[config.mk]
export PLATFORM = sky130hd
export DESIGN_NAME = rc_drone_packet_framer_hopper
export DESIGN_NICKNAME = d
export VERILOG_FILES = /design/src/rtl/rcdph_pkg.sv /design/src/rtl/rcdph_ctrl.sv /design/src/rtl/rcdph_dp.sv /design/src/rtl/rc_drone_packet_framer_hopper.sv
export SDC_FILE = /design/constraint.sdc
export NUM_CORES = 1
export LEC_CHECK = 0
export BUFFER_PORTS_ARGS = -buffer_cell sky130_fd_sc_hd__buf_2
export CORE_MARGIN = 2
export CORE_UTILIZATION = 65
export DETAILED_ROUTE_END_ITERATION = 6
export PLACE_DENSITY_LB_ADDON = 0.2
export SLEW_MARGIN = 30
export SYNTH_ARGS = -nofsm -noshare
export SYNTH_HDL_FRONTEND = slang
export SYNTH_HIERARCHICAL = 1
export SYNTH_SLANG_ARGS = --single-unit
[constraint.sdc]
create_clock -name clk -period 8.3 [get_ports clk]
set_input_delay 0.415 -clock clk [delete_from_list [all_inputs] [get_ports clk]]
set_output_delay 0.415 -clock clk [all_outputs]
set_load 0.02 [all_outputs]
[src/rtl/rcdph_pkg.sv]
package rcdph_pkg;

    // Fixed geometry and register map
    localparam int MAX_FRAME = 16;
    localparam int CFG_W     = 32;
    localparam int CFG_IDX_W = 2;

    localparam logic [CFG_IDX_W-1:0] CFG_PROTOCOL_OLD = 2'd0;
    localparam logic [CFG_IDX_W-1:0] CFG_TX_ID        = 2'd1;
    localparam logic [CFG_IDX_W-1:0] CFG_BIND_COUNT   = 2'd2;

    localparam logic [15:0] BIND_COUNT_RESET = 16'd345;
    localparam logic [6:0]  FIRST_CHANNEL    = 7'd8;

    // Payload types
    typedef struct packed {
        logic [7:0] throttle;
        logic [7:0] rudder;
        logic [7:0] elevator;
        logic [7:0] aileron;
        logic       flip;
        logic       video;
        logic       picture;
        logic       headless;
    } in_t;

    typedef struct packed {
        logic [6:0] rf_channel;
        logic [3:0] byte_index;
        logic [7:0] payload_byte;
        logic       wait_long;
        logic       last;
    } out_t;

    // Link phase, controller state, frame kind
    typedef enum logic [1:0] {
        PH_INIT,
        PH_BIND_FIRST,
        PH_BIND,
        PH_DATA
    } phase_t;

    typedef enum logic [1:0] {
        S_IDLE,
        S_CHAN,
        S_EMIT,
        S_LOAD
    } state_t;

    typedef enum logic [1:0] {
        FK_FIRST,
        FK_BIND,
        FK_DATA
    } fk_t;

    // Controller to datapath commands
    typedef struct packed {
        logic cap;
        fk_t  kind;
        logic bind_load;
        logic bind_dec;
        logic chan_load;
        logic step;
        logic hop;
        logic load_start;
        logic load_data;
        logic load_wr;
    } cmd_t;

    // Datapath to controller status
    typedef struct packed {
        logic bind_zero;
        logic last_byte;
        logic load_last;
    } stat_t;

    // Constant tables (last entry of 15-entry lists is padding, never read)
    localparam logic [7:0] FIRST_PAYLOAD [16] = '{
        8'hf9, 8'h96, 8'h82, 8'h1b, 8'h20, 8'h08, 8'h08, 8'hf2,
        8'h7d, 8'hef, 8'hff, 8'h00, 8'h00, 8'h00, 8'h00, 8'h00
    };
    localparam logic [7:0] BIND_HOPS_NEW [4] = '{8'h4b, 8'h30, 8'h40, 8'h20};
    localparam logic [7:0] BIND_HOPS_OLD [16] = '{
        8'h27, 8'h1b, 8'h39, 8'h28, 8'h24, 8'h22, 8'h2e, 8'h36,
        8'h19, 8'h21, 8'h29, 8'h14, 8'h1e, 8'h12, 8'h2d, 8'h18
    };
    localparam logic [7:0] DATA_HOPS_OLD [16] = '{
        8'h1d, 8'h2f, 8'h26, 8'h3d, 8'h15, 8'h2b, 8'h25, 8'h24,
        8'h27, 8'h2c, 8'h1c, 8'h3e, 8'h39, 8'h2d, 8'h22, 8'h00
    };
    localparam logic [7:0] BASE_LOW  [4] = '{8'h0a, 8'h1a, 8'h2a, 8'h3a};
    localparam logic [7:0] BASE_MID  [4] = '{8'h2a, 8'h0a, 8'h42, 8'h22};
    localparam logic [7:0] BASE_HIGH [4] = '{8'h1a, 8'h3a, 8'h12, 8'h32};
    localparam logic [7:0] HOPS_ID_1E [4] = '{8'h21, 8'h41, 8'h18, 8'h38};
    localparam logic [7:0] HOPS_ID_1F [4] = '{8'h21, 8'h41, 8'h19, 8'h39};

    // Stick trim byte for the old frame
    function automatic logic [7:0] trim_old(input logic [7:0] x);
        logic [7:0] v;
        v = x[7] ? (8'hff - x) : (8'h80 + x);
        return {2'b00, v[7:2]} + 8'h20;
    endfunction

    // Number of hop table entries for a load
    function automatic logic [4:0] hop_count(input logic old, input logic data);
        logic [4:0] n;
        if (data)
            n = old ? 5'd15 : 5'd4;
        else
            n = old ? 5'd16 : 5'd4;
        return n;
    endfunction

    // Hop table entry i for a bind or data load
    function automatic logic [6:0] hop_src(input logic old, input logic data,
                                           input logic [3:0] i, input logic [4:0] a);
        logic [7:0] t;
        logic [4:0] aa;
        logic [1:0] j;
        j  = i[1:0];
        aa = (a == 5'd6) ? 5'd7 : a;
        if (!data)
            t = old ? BIND_HOPS_OLD[i] : BIND_HOPS_NEW[j];
        else if (old)
            t = DATA_HOPS_OLD[i];
        else if (a < 5'h10)
            t = BASE_LOW[j] + {3'b000, aa};
        else if (a < 5'h18)
        begin
            t = BASE_MID[j] + {5'b00000, a[2:0]};
            if (a == 5'h16 && !j[1])
                t = t + 8'd1;
        end
        else if (a < 5'h1e)
            t = BASE_HIGH[j] + {5'b00000, a[2:0]};
        else if (a == 5'h1e)
            t = HOPS_ID_1E[j];
        else
            t = HOPS_ID_1F[j];
        return t[6:0];
    endfunction

    // Index of the final byte of a payload
    function automatic logic [3:0] last_index(input fk_t fk, input logic old);
        logic [3:0] n;
        if (fk == FK_FIRST)
            n = 4'd14;
        else
            n = old ? 4'd15 : 4'd9;
        return n;
    endfunction

    // Payload byte k; acc holds the running checksum of bytes before k
    function automatic logic [7:0] frame_byte(input fk_t fk, input logic old,
                                              input logic [3:0] k, input in_t d,
                                              input logic [31:0] id,
                                              input logic [7:0] acc);
        logic [7:0] b;
        b = 8'h00;
        case (fk)
            FK_FIRST: b = FIRST_PAYLOAD[k];
            FK_BIND:
            begin
                if (old)
                begin
                    case (k)
                        4'd7:    b = 8'hae;
                        4'd8:    b = 8'ha9;
                        4'd14:   b = 8'hc0;
                        4'd15:   b = 8'h17;
                        default: b = 8'h00;
                    endcase
                end
                else
                begin
                    case (k)
                        4'd0:    b = 8'ha2;
                        4'd1:    b = id[31:24];
                        4'd2:    b = id[23:16];
                        4'd3:    b = id[15:8];
                        4'd4:    b = id[7:0];
                        4'd5, 4'd6, 4'd7: b = 8'haa;
                        4'd9:    b = acc + 8'h55;
                        default: b = 8'h00;
                    endcase
                end
            end
            FK_DATA:
            begin
                if (old)
                begin
                    case (k)
                        4'd0:    b = d.throttle;
                        4'd1:    b = d.rudder;
                        4'd2:    b = d.elevator ^ 8'h80;
                        4'd3:    b = d.aileron;
                        4'd4:    b = trim_old(d.rudder ^ 8'h80);
                        4'd5:    b = trim_old(d.elevator);
                        4'd6:    b = trim_old(d.aileron ^ 8'h80);
                        4'd7:    b = 8'hae;
                        4'd8:    b = 8'ha9;
                        4'd14:   b = {3'b000, d.video, d.picture, 1'b1, 1'b0, d.flip};
                        4'd15:   b = acc;
                        default: b = 8'h00;
                    endcase
                end
                else
                begin
                    case (k)
                        4'd0:    b = d.throttle;
                        4'd1:    b = d.elevator;
                        4'd2:    b = d.rudder;
                        4'd3:    b = d.aileron;
                        4'd4:    b = {d.video, d.picture, 6'b000000};
                        4'd5:    b = {2'b11, d.elevator[7:2]};
                        4'd6:    b = {1'b0, d.flip, d.rudder[7:2]};
                        4'd7:    b = {d.headless, 1'b0, d.aileron[7:2]};
                        4'd9:    b = acc + 8'h55;
                        default: b = 8'h00;
                    endcase
                end
            end
            default: b = 8'h00;
        endcase
        return b;
    endfunction

endpackage

[src/rtl/rcdph_ctrl.sv]
module rcdph_ctrl
(
    input  logic               clk,
    input  logic               rst_n,
    input  logic               in_valid,
    output logic               in_ready,
    output logic               out_valid,
    input  logic               out_ready,
    input  rcdph_pkg::stat_t   stat,
    output rcdph_pkg::cmd_t    cmd
);

    rcdph_pkg::state_t state_reg, state_next;
    rcdph_pkg::phase_t phase_reg, phase_next;

    // State and phase registers
    always_ff @(posedge clk or negedge rst_n)
    begin
        if (!rst_n)
        begin
            state_reg <= rcdph_pkg::S_IDLE;
            phase_reg <= rcdph_pkg::PH_INIT;
        end
        else
        begin
            state_reg <= state_next;
            phase_reg <= phase_next;
        end
    end

    // Sequencing of one tick: capture, channel read, byte emission, table load
    always_comb
    begin
        state_next = state_reg;
        phase_next = phase_reg;
        in_ready   = 1'b0;
        out_valid  = 1'b0;
        cmd        = '0;
        cmd.kind   = rcdph_pkg::FK_DATA;

        case (state_reg)
            rcdph_pkg::S_IDLE:
            begin
                in_ready = 1'b1;
                if (in_valid)
                begin
                    case (phase_reg)
                        rcdph_pkg::PH_INIT:
                        begin
                            cmd.cap    = 1'b1;
                            cmd.kind   = rcdph_pkg::FK_FIRST;
                            state_next = rcdph_pkg::S_EMIT;
                        end
                        rcdph_pkg::PH_BIND_FIRST:
                        begin
                            cmd.cap       = 1'b1;
                            cmd.kind      = rcdph_pkg::FK_BIND;
                            cmd.bind_load = 1'b1;
                            phase_next    = rcdph_pkg::PH_BIND;
                            state_next    = rcdph_pkg::S_CHAN;
                        end
                        rcdph_pkg::PH_BIND:
                        begin
                            if (stat.bind_zero)
                            begin
                                // bind over: silent tick, load data hops
                                cmd.load_start = 1'b1;
                                cmd.load_data  = 1'b1;
                                phase_next     = rcdph_pkg::PH_DATA;
                                state_next     = rcdph_pkg::S_LOAD;
                            end
                            else
                            begin
                                cmd.cap      = 1'b1;
                                cmd.kind     = rcdph_pkg::FK_BIND;
                                cmd.bind_dec = 1'b1;
                                state_next   = rcdph_pkg::S_CHAN;
                            end
                        end
                        default:
                        begin
                            cmd.cap    = 1'b1;
                            cmd.kind   = rcdph_pkg::FK_DATA;
                            state_next = rcdph_pkg::S_CHAN;
                        end
                    endcase
                end
            end
            rcdph_pkg::S_CHAN:
            begin
                cmd.chan_load = 1'b1;
                state_next    = rcdph_pkg::S_EMIT;
            end
            rcdph_pkg::S_EMIT:
            begin
                out_valid = 1'b1;
                if (out_ready)
                begin
                    cmd.step = 1'b1;
                    if (stat.last_byte)
                    begin
                        if (phase_reg == rcdph_pkg::PH_INIT)
                        begin
                            // first payload done: load bind hops, no hop step
                            cmd.load_start = 1'b1;
                            phase_next     = rcdph_pkg::PH_BIND_FIRST;
                            state_next     = rcdph_pkg::S_LOAD;
                        end
                        else
                        begin
                            cmd.hop    = 1'b1;
                            state_next = rcdph_pkg::S_IDLE;
                        end
                    end
                end
            end
            rcdph_pkg::S_LOAD:
            begin
                cmd.load_wr = 1'b1;
                if (stat.load_last)
                    state_next = rcdph_pkg::S_IDLE;
            end
            default:
            begin
                state_next = rcdph_pkg::S_IDLE;
            end
        endcase
    end

endmodule

[src/rtl/rcdph_dp.sv]
module rcdph_dp
#(
    parameter int MAX_HOPS = 16
)
(
    input  logic                                clk,
    input  logic                                rst_n,
    input  logic                                cfg_we,
    input  logic [rcdph_pkg::CFG_IDX_W-1:0]     cfg_index,
    input  logic [rcdph_pkg::CFG_W-1:0]         cfg_data,
    input  rcdph_pkg::in_t                      in_data,
    input  rcdph_pkg::cmd_t                     cmd,
    output rcdph_pkg::stat_t                    stat,
    output rcdph_pkg::out_t                     out_data
);

    localparam int HIDX_W = $clog2(MAX_HOPS);
    localparam int HLEN_W = $clog2(MAX_HOPS + 1);

    // Configuration
    logic        protocol_old_reg;
    logic [31:0] tx_id_reg;
    logic [15:0] bind_count_reg;

    // Control state
    logic [15:0]       bind_left_reg;
    logic [HIDX_W-1:0] hop_index_reg;
    logic [HLEN_W-1:0] hop_length_reg;
    logic              parity_reg;
    logic [3:0]        cnt_reg;
    rcdph_pkg::fk_t    kind_reg;
    logic              load_data_reg;

    // Payload state
    rcdph_pkg::in_t    in_reg;
    logic [7:0]        acc_reg;
    logic [6:0]        chan_reg;
    logic [6:0]        hop_mem [MAX_HOPS];

    logic [HLEN_W-1:0] hop_nx;
    logic [HLEN_W-1:0] hop_last;
    logic [7:0]        byte_now;
    logic [3:0]        last_idx;

    // Config writes
    always_ff @(posedge clk or negedge rst_n)
    begin
        if (!rst_n)
        begin
            protocol_old_reg <= 1'b0;
            tx_id_reg        <= '0;
            bind_count_reg   <= rcdph_pkg::BIND_COUNT_RESET;
        end
        else if (cfg_we)
        begin
            case (cfg_index)
                rcdph_pkg::CFG_PROTOCOL_OLD: protocol_old_reg <= cfg_data[0];
                rcdph_pkg::CFG_TX_ID:        tx_id_reg        <= cfg_data;
                rcdph_pkg::CFG_BIND_COUNT:   bind_count_reg   <= cfg_data[15:0];
                default:                     ;
            endcase
        end
    end

    // Current byte and hop arithmetic
    always_comb
    begin
        last_idx = rcdph_pkg::last_index(kind_reg, protocol_old_reg);
        byte_now = rcdph_pkg::frame_byte(kind_reg, protocol_old_reg, cnt_reg,
                                         in_reg, tx_id_reg, acc_reg);
        hop_nx   = HLEN_W'(hop_index_reg) + HLEN_W'(1);
        hop_last = hop_length_reg - HLEN_W'(1);
    end

    // Control registers: counters, hop position, bind countdown
    always_ff @(posedge clk or negedge rst_n)
    begin
        if (!rst_n)
        begin
            bind_left_reg  <= '0;
            hop_index_reg  <= '0;
            hop_length_reg <= '0;
            parity_reg     <= 1'b0;
            cnt_reg        <= '0;
            kind_reg       <= rcdph_pkg::FK_FIRST;
            load_data_reg  <= 1'b0;
        end
        else
        begin
            if (cmd.bind_load)
                bind_left_reg <= bind_count_reg;
            else if (cmd.bind_dec)
                bind_left_reg <= bind_left_reg - 16'd1;

            if (cmd.cap)
                kind_reg <= cmd.kind;

            if (cmd.cap || cmd.load_start)
                cnt_reg <= '0;
            else if (cmd.step || cmd.load_wr)
                cnt_reg <= cnt_reg + 4'd1;

            if (cmd.load_start)
            begin
                load_data_reg  <= cmd.load_data;
                hop_length_reg <= HLEN_W'(rcdph_pkg::hop_count(protocol_old_reg,
                                                               cmd.load_data));
                hop_index_reg  <= '0;
                parity_reg     <= 1'b0;
            end
            else if (cmd.hop)
            begin
                // move on after every second payload, wrap at table length
                if (parity_reg)
                    hop_index_reg <= (hop_nx >= hop_length_reg) ? '0 : hop_nx[HIDX_W-1:0];
                parity_reg <= ~parity_reg;
            end
        end
    end

    // Input capture, checksum accumulation, channel read
    always_ff @(posedge clk)
    begin
        if (cmd.cap)
        begin
            in_reg  <= in_data;
            acc_reg <= '0;
        end
        else if (cmd.step)
            acc_reg <= protocol_old_reg ? (acc_reg + byte_now) : (acc_reg ^ byte_now);

        if (cmd.chan_load)
            chan_reg <= (HLEN_W'(hop_index_reg) < hop_length_reg) ?
                        hop_mem[hop_index_reg] : 7'd0;
    end

    // Hop table, one entry per cycle during a load sweep
    always_ff @(posedge clk)
    begin
        if (cmd.load_wr)
            hop_mem[HIDX_W'(cnt_reg)] <= rcdph_pkg::hop_src(protocol_old_reg, load_data_reg,
                                                            cnt_reg, tx_id_reg[4:0]);
    end

    // Status and result
    always_comb
    begin
        stat.bind_zero = (bind_left_reg == 16'd0);
        stat.last_byte = (cnt_reg == last_idx);
        stat.load_last = (HLEN_W'(cnt_reg) == hop_last);

        out_data.rf_channel   = (kind_reg == rcdph_pkg::FK_FIRST) ?
                                rcdph_pkg::FIRST_CHANNEL : chan_reg;
        out_data.byte_index   = cnt_reg;
        out_data.payload_byte = byte_now;
        out_data.wait_long    = (kind_reg == rcdph_pkg::FK_FIRST);
        out_data.last         = (cnt_reg == last_idx);
    end

endmodule

[src/rtl/rc_drone_packet_framer_hopper.sv]
// Packet framer and channel hopper for a toy-drone RC transmit link. Each
// accepted request is one packet-slot tick carrying the stick bytes and flags;
// the block answers with the payload of that tick one byte per result, each
// tagged with RF channel, byte position, wait request and a last-byte mark.
// A tick that sends an N-byte payload (15 init, 16 old frame, 10 new frame)
// first captures the request and reads the hop table, then gives one byte
// per cycle from the byte sequencer while the sink does not stall. The init
// tick reads no hop table and then loads the bind hop table, 16 or 4 entries;
// the silent tick that ends bind loads the data hop table, 15 or 4 entries,
// one entry per cycle through its single write port. A new request is taken
// only once the previous tick has finished. Configuration is written through
// cfg_we/cfg_index/cfg_data and must be changed only while the block is
// idle.
module rc_drone_packet_framer_hopper
#(
    parameter int MAX_HOPS = 16
)
(
    input  logic                                clk,
    input  logic                                rst_n,
    input  logic                                in_valid,
    output logic                                in_ready,
    input  rcdph_pkg::in_t                      in_data,
    output logic                                out_valid,
    input  logic                                out_ready,
    output rcdph_pkg::out_t                     out_data,
    input  logic                                cfg_we,
    input  logic [rcdph_pkg::CFG_IDX_W-1:0]     cfg_index,
    input  logic [rcdph_pkg::CFG_W-1:0]         cfg_data
);

    rcdph_pkg::cmd_t  cmd;
    rcdph_pkg::stat_t stat;

    // Controller
    rcdph_ctrl u_ctrl
    (
        .clk       (clk),
        .rst_n     (rst_n),
        .in_valid  (in_valid),
        .in_ready  (in_ready),
        .out_valid (out_valid),
        .out_ready (out_ready),
        .stat      (stat),
        .cmd       (cmd)
    );

    // Datapath
    rcdph_dp #(
        .MAX_HOPS (MAX_HOPS)
    ) u_dp
    (
        .clk       (clk),
        .rst_n     (rst_n),
        .cfg_we    (cfg_we),
        .cfg_index (cfg_index),
        .cfg_data  (cfg_data),
        .in_data   (in_data),
        .cmd       (cmd),
        .stat      (stat),
        .out_data  (out_data)
    );

    // One tick at a time: no request taken while bytes are offered
    a_no_overlap: assert property (@(posedge clk) disable iff (!rst_n)
        !(in_ready && out_valid))
        else $error("request accepted while a payload is being sent");

    // Bytes of a payload come out in consecutive positions
    a_byte_order: assert property (@(posedge clk) disable iff (!rst_n)
        out_valid && out_ready && !out_data.last |=>
            out_valid && (out_data.byte_index == 4'($past(out_data.byte_index) + 4'd1)))
        else $error("payload byte position skipped");

    // Output goes quiet after the final byte of a payload
    a_last_ends: assert property (@(posedge clk) disable iff (!rst_n)
        out_valid && out_ready && out_data.last |=> !out_valid)
        else $error("result offered straight after last byte");

    // Long wait only on the init payload, which always uses the init channel
    a_wait_chan: assert property (@(posedge clk) disable iff (!rst_n)
        out_valid && out_data.wait_long |-> out_data.rf_channel == rcdph_pkg::FIRST_CHANNEL)
        else $error("long wait outside the init payload");

endmodule

==> impl_metrics.csv <==
group,metric,value,unit
logic_synthesis,dominant_cell_type_by_area_after_synthesis,"edfxtp_1",
global_routing,grt_use_total,31.5,%
floorplanning,floorplan.die_area,21800,µm²
floorplanning,io-pin-count,98,
logic_synthesis,avgSynthCellArea,11.3,µm²
run_status,run_status,"finished with violations",
clocking,h_tree_depth,1,
finish,nNetsFinal,1350,
power_and_ir_drop,p_total,0.00404,W
logic_synthesis,synthDistinctLibCells,88,
routing,drt_first_iter_violations,1032,
routing,post-route-drc-count,1,
finish,relative_area_change_from_synthesis_to_final_layout,10.6,%
timing,layout_worst_path_cycle_share,59.2,%
power_and_ir_drop,worst_ir_drop_vdd,0.200,mV
clocking,post_cts_buffers,0,
clocking,clk_transition_reported_paths,0.06,ns
logic_synthesis,yosys-top-cells-area,"edfxtp_1, dfrtp_1, mux2_2",
logic_synthesis,multiplexer_share_of_the_synthesized_area,9.96,%
routing,drt-vias-per-instance,6.46,
global_routing,grt_pass1_wl,53.4,mm
timing,rsz0062_at_grt,"no",
floorplanning,die_width,148,µm
clocking,cts_tree,"yes",
global_routing,antenna_found_initial,0,
logic_synthesis,synth_edf_count,155,
routing,ant_nets,0,
logic_synthesis,area_fraction_in_compound_gates_after_synthesis,15.4,%
finish,final_cell_mix,"edfxtp_1, buf_2, nor2_1, nand2_1, o21ai_0",
finish,post_layout_nonfiller_instances,1528,
finish,num_antenna_cells,0,
logic_synthesis,asyncSetResetFlopFracSynth,34.0,%
run_status,violations,"DRC",
clocking,cts-hold-fix-buffers,1,
timing,finalWorstPathRequiredPeriod,4.91,ns
timing,hold_viol,0,
critical_path,critical_path_class,"reg -> reg",
timing,fin_skew,0.0134,ns
routing,drt-total-wl,34.0,mm
logic_synthesis,ys_ff_latch,247,
placement,dpl_worst_slack,3.52,ns
placement,gp_congestion,0.964,
logic_synthesis,yosysSeqAreaShare,51.6,%
clocking,cts_resized,0,
logic_synthesis,yosys.area_share.simple,12.3,%
floorplanning,start_util,66.4,%
hold_path,min-delay-path-class,"in -> reg",
timing,timing_worst_slew_pin_value,0.877,ns
critical_path,cp.required,8.70,ns
critical_path,worst_setup_path_end_kind,"flip-flop",
clocking,cts_buffer_depth,3,
timing,slew_viol_final,0,
power_and_ir_drop,powerDensity,272,nW/µm²
global_routing,via_count_of_the_first_global_routing_pass,9629,
power_and_ir_drop,leakage,5.45,nW
routing,drt_first_pass_iters,7,
job,drv_cap,0,
critical_path,crit_path_max_fanout,42,
timing,max_clock_freq,204,MHz
logic_synthesis,yosysWarnings,6,
routing,num_vias,9869,
clocking,cts.root.buffer_cell,"clkbuf_16",
timing,layout_setup_ws,3.39,ns
clocking,clkSinkCount,247,
finish,largest_reg_flops,112,
logic_synthesis,postSynthCellCount,1189,
placement,place.detailed.hpwl,23.2,mm
floorplanning,core_area,20200,µm²
global_routing,overflow,0,
timing,timing.final.setup_violations,0,
placement,dp_cells,1482,
critical_path,critPathLaunchType,"flip-flop",
global_routing,pin_count_of_the_biggest_net_entering_global_routing,85,
routing,detail_route.wl_per_cell,22.2,µm
timing,tns,0,ns
floorplanning,chipHeight,148,µm
critical_path,cp.arrival,5.31,ns
clocking,numCtsBuffers,25,
finish,share_of_final_layout_standard_cells_stronger_than_drive_strength_1,20.8,%
finish,layout.cells.most_common,"edfxtp_1",
placement,port_buffers,97,
logic_synthesis,synthXorXnorAreaFrac,3.52,%
logic_synthesis,synth_top_family_by_area,"compound AO/OA/AOI/OAI gates",
logic_synthesis,top_reg_cell_synth,"edfxtp_1",
logic_synthesis,synthesis.area,13400,µm²
timing,timing.slew.headroom,41.6,%
clocking,clk-insertion-delay-late,0.53,ns
floorplanning,rows,52,
logic_synthesis,syn_nets,1299,
logic_synthesis,synth_top_area_share,34.7,%
logic_synthesis,synth-adder-area-share,3.32,%
==> per-layer routing <==
metal  part of all wire, %  track usage, %  vias up
met5                     0               0        -
met1                    40            42.2     4786
met4                   3.3            10.5        0
li1                      -               -     4557
met3                   6.4            3.77       78
met2                    50            54.2      448
==> final cells by class <==
cell class | instances | area [µm²]
clock buffer | 38 | 761
clock inverter | 7 | 72.6
fill | 1422 | 5390
inverter | 28 | 105
multi-input combinational | 825 | 6030
sequential | 247 | 6930
tap | 270 | 338
timing repair buffer | 113 | 614
==> critical path, stage by stage (launching register included) <==
cell	delay, ns
dfrtp_1	0.66
inv_1	0.39
ha_1	0.21
buf_4	0.42
nor3_1	0.13
o2bb2ai_1	0.28
nor3b_1	0.60
o31ai_1	0.19
o221ai_1	0.15
ha_1	0.23
inv_1	0.06
fa_1	0.38
nor2b_1	0.13
o21ai_0	0.11
a21boi_0	0.19
o21a_1	0.15
o21ai_0	0.09
a2111oi_0	0.42
==> through the flow <==
step                instance area [µm²]  hold slack [ns]  utilization (%)
finish                            14800           0.0553             73.4
global route                      14800           0.0464             73.4
CTS                               14800           0.0432             73.3
detailed placement                14000            0.471             69.1
global placement                  14000            0.457             69.0
floorplan                         13400            0.119                -
==> cell families (layout without fill, tap and decap cells) <==
kind of cell	count (synthesis)	in the layout
AO/OA/AOI/OAI	302	302
AND/OR/NAND/NOR	326	326
XOR/XNOR	54	54
flip-flops	247	247
adder cells (fa/ha/maj)	35	35
buffers and inverters	117	186
multiplexers	108	108
==> power by group <==
group          leakage, nW  total [W]  switching, W  internal (W)
Sequential            2.51    0.00168      0.000136       0.00154
Clock                0.413    0.00113      0.000466      0.000666
Combinational         2.53    0.00122      0.000797      0.000426
Total                 5.45    0.00404       0.00140       0.00264
==> final timing paths <==
check                                              from                      to  slack, ns  cells past startpoint
worst max-delay path                    u_dp/cnt_reg[1]         u_dp/acc_reg[6]       3.39                     17
max in group asynchronous                         rst_n   u_dp/hop_index_reg[0]       7.24                      2
worst max register to register          u_dp/cnt_reg[1]         u_dp/acc_reg[6]       3.39                     17
worst min-delay path                        in_data[29]         u_dp/in_reg[29]       0.06                      1
min in group asynchronous                         rst_n  u_dp/bind_count_reg[7]       0.52                      2
worst min register to register  u_dp/bind_count_reg[13]  u_dp/bind_left_reg[13]       0.48                      2
==> cells in the mapped netlist (16+ instances only) <==
library cell,number
edfxtp_1,155
nand2b_1,17
nand2_1,86
nor2_1,97
a22oi_1,18
nor2b_1,23
buf_2,25
mux2_2,55
clkbuf_1,44
xnor2_1,37
dfrtp_1,79
o21ai_0,79
a21oi_1,43
o22ai_1,16
inv_1,28
a211oi_1,23
nand3_1,23
ha_1,34
xor2_1,17
mux2i_1,38
Note: power is estimated with default switching activity, not from simulation.
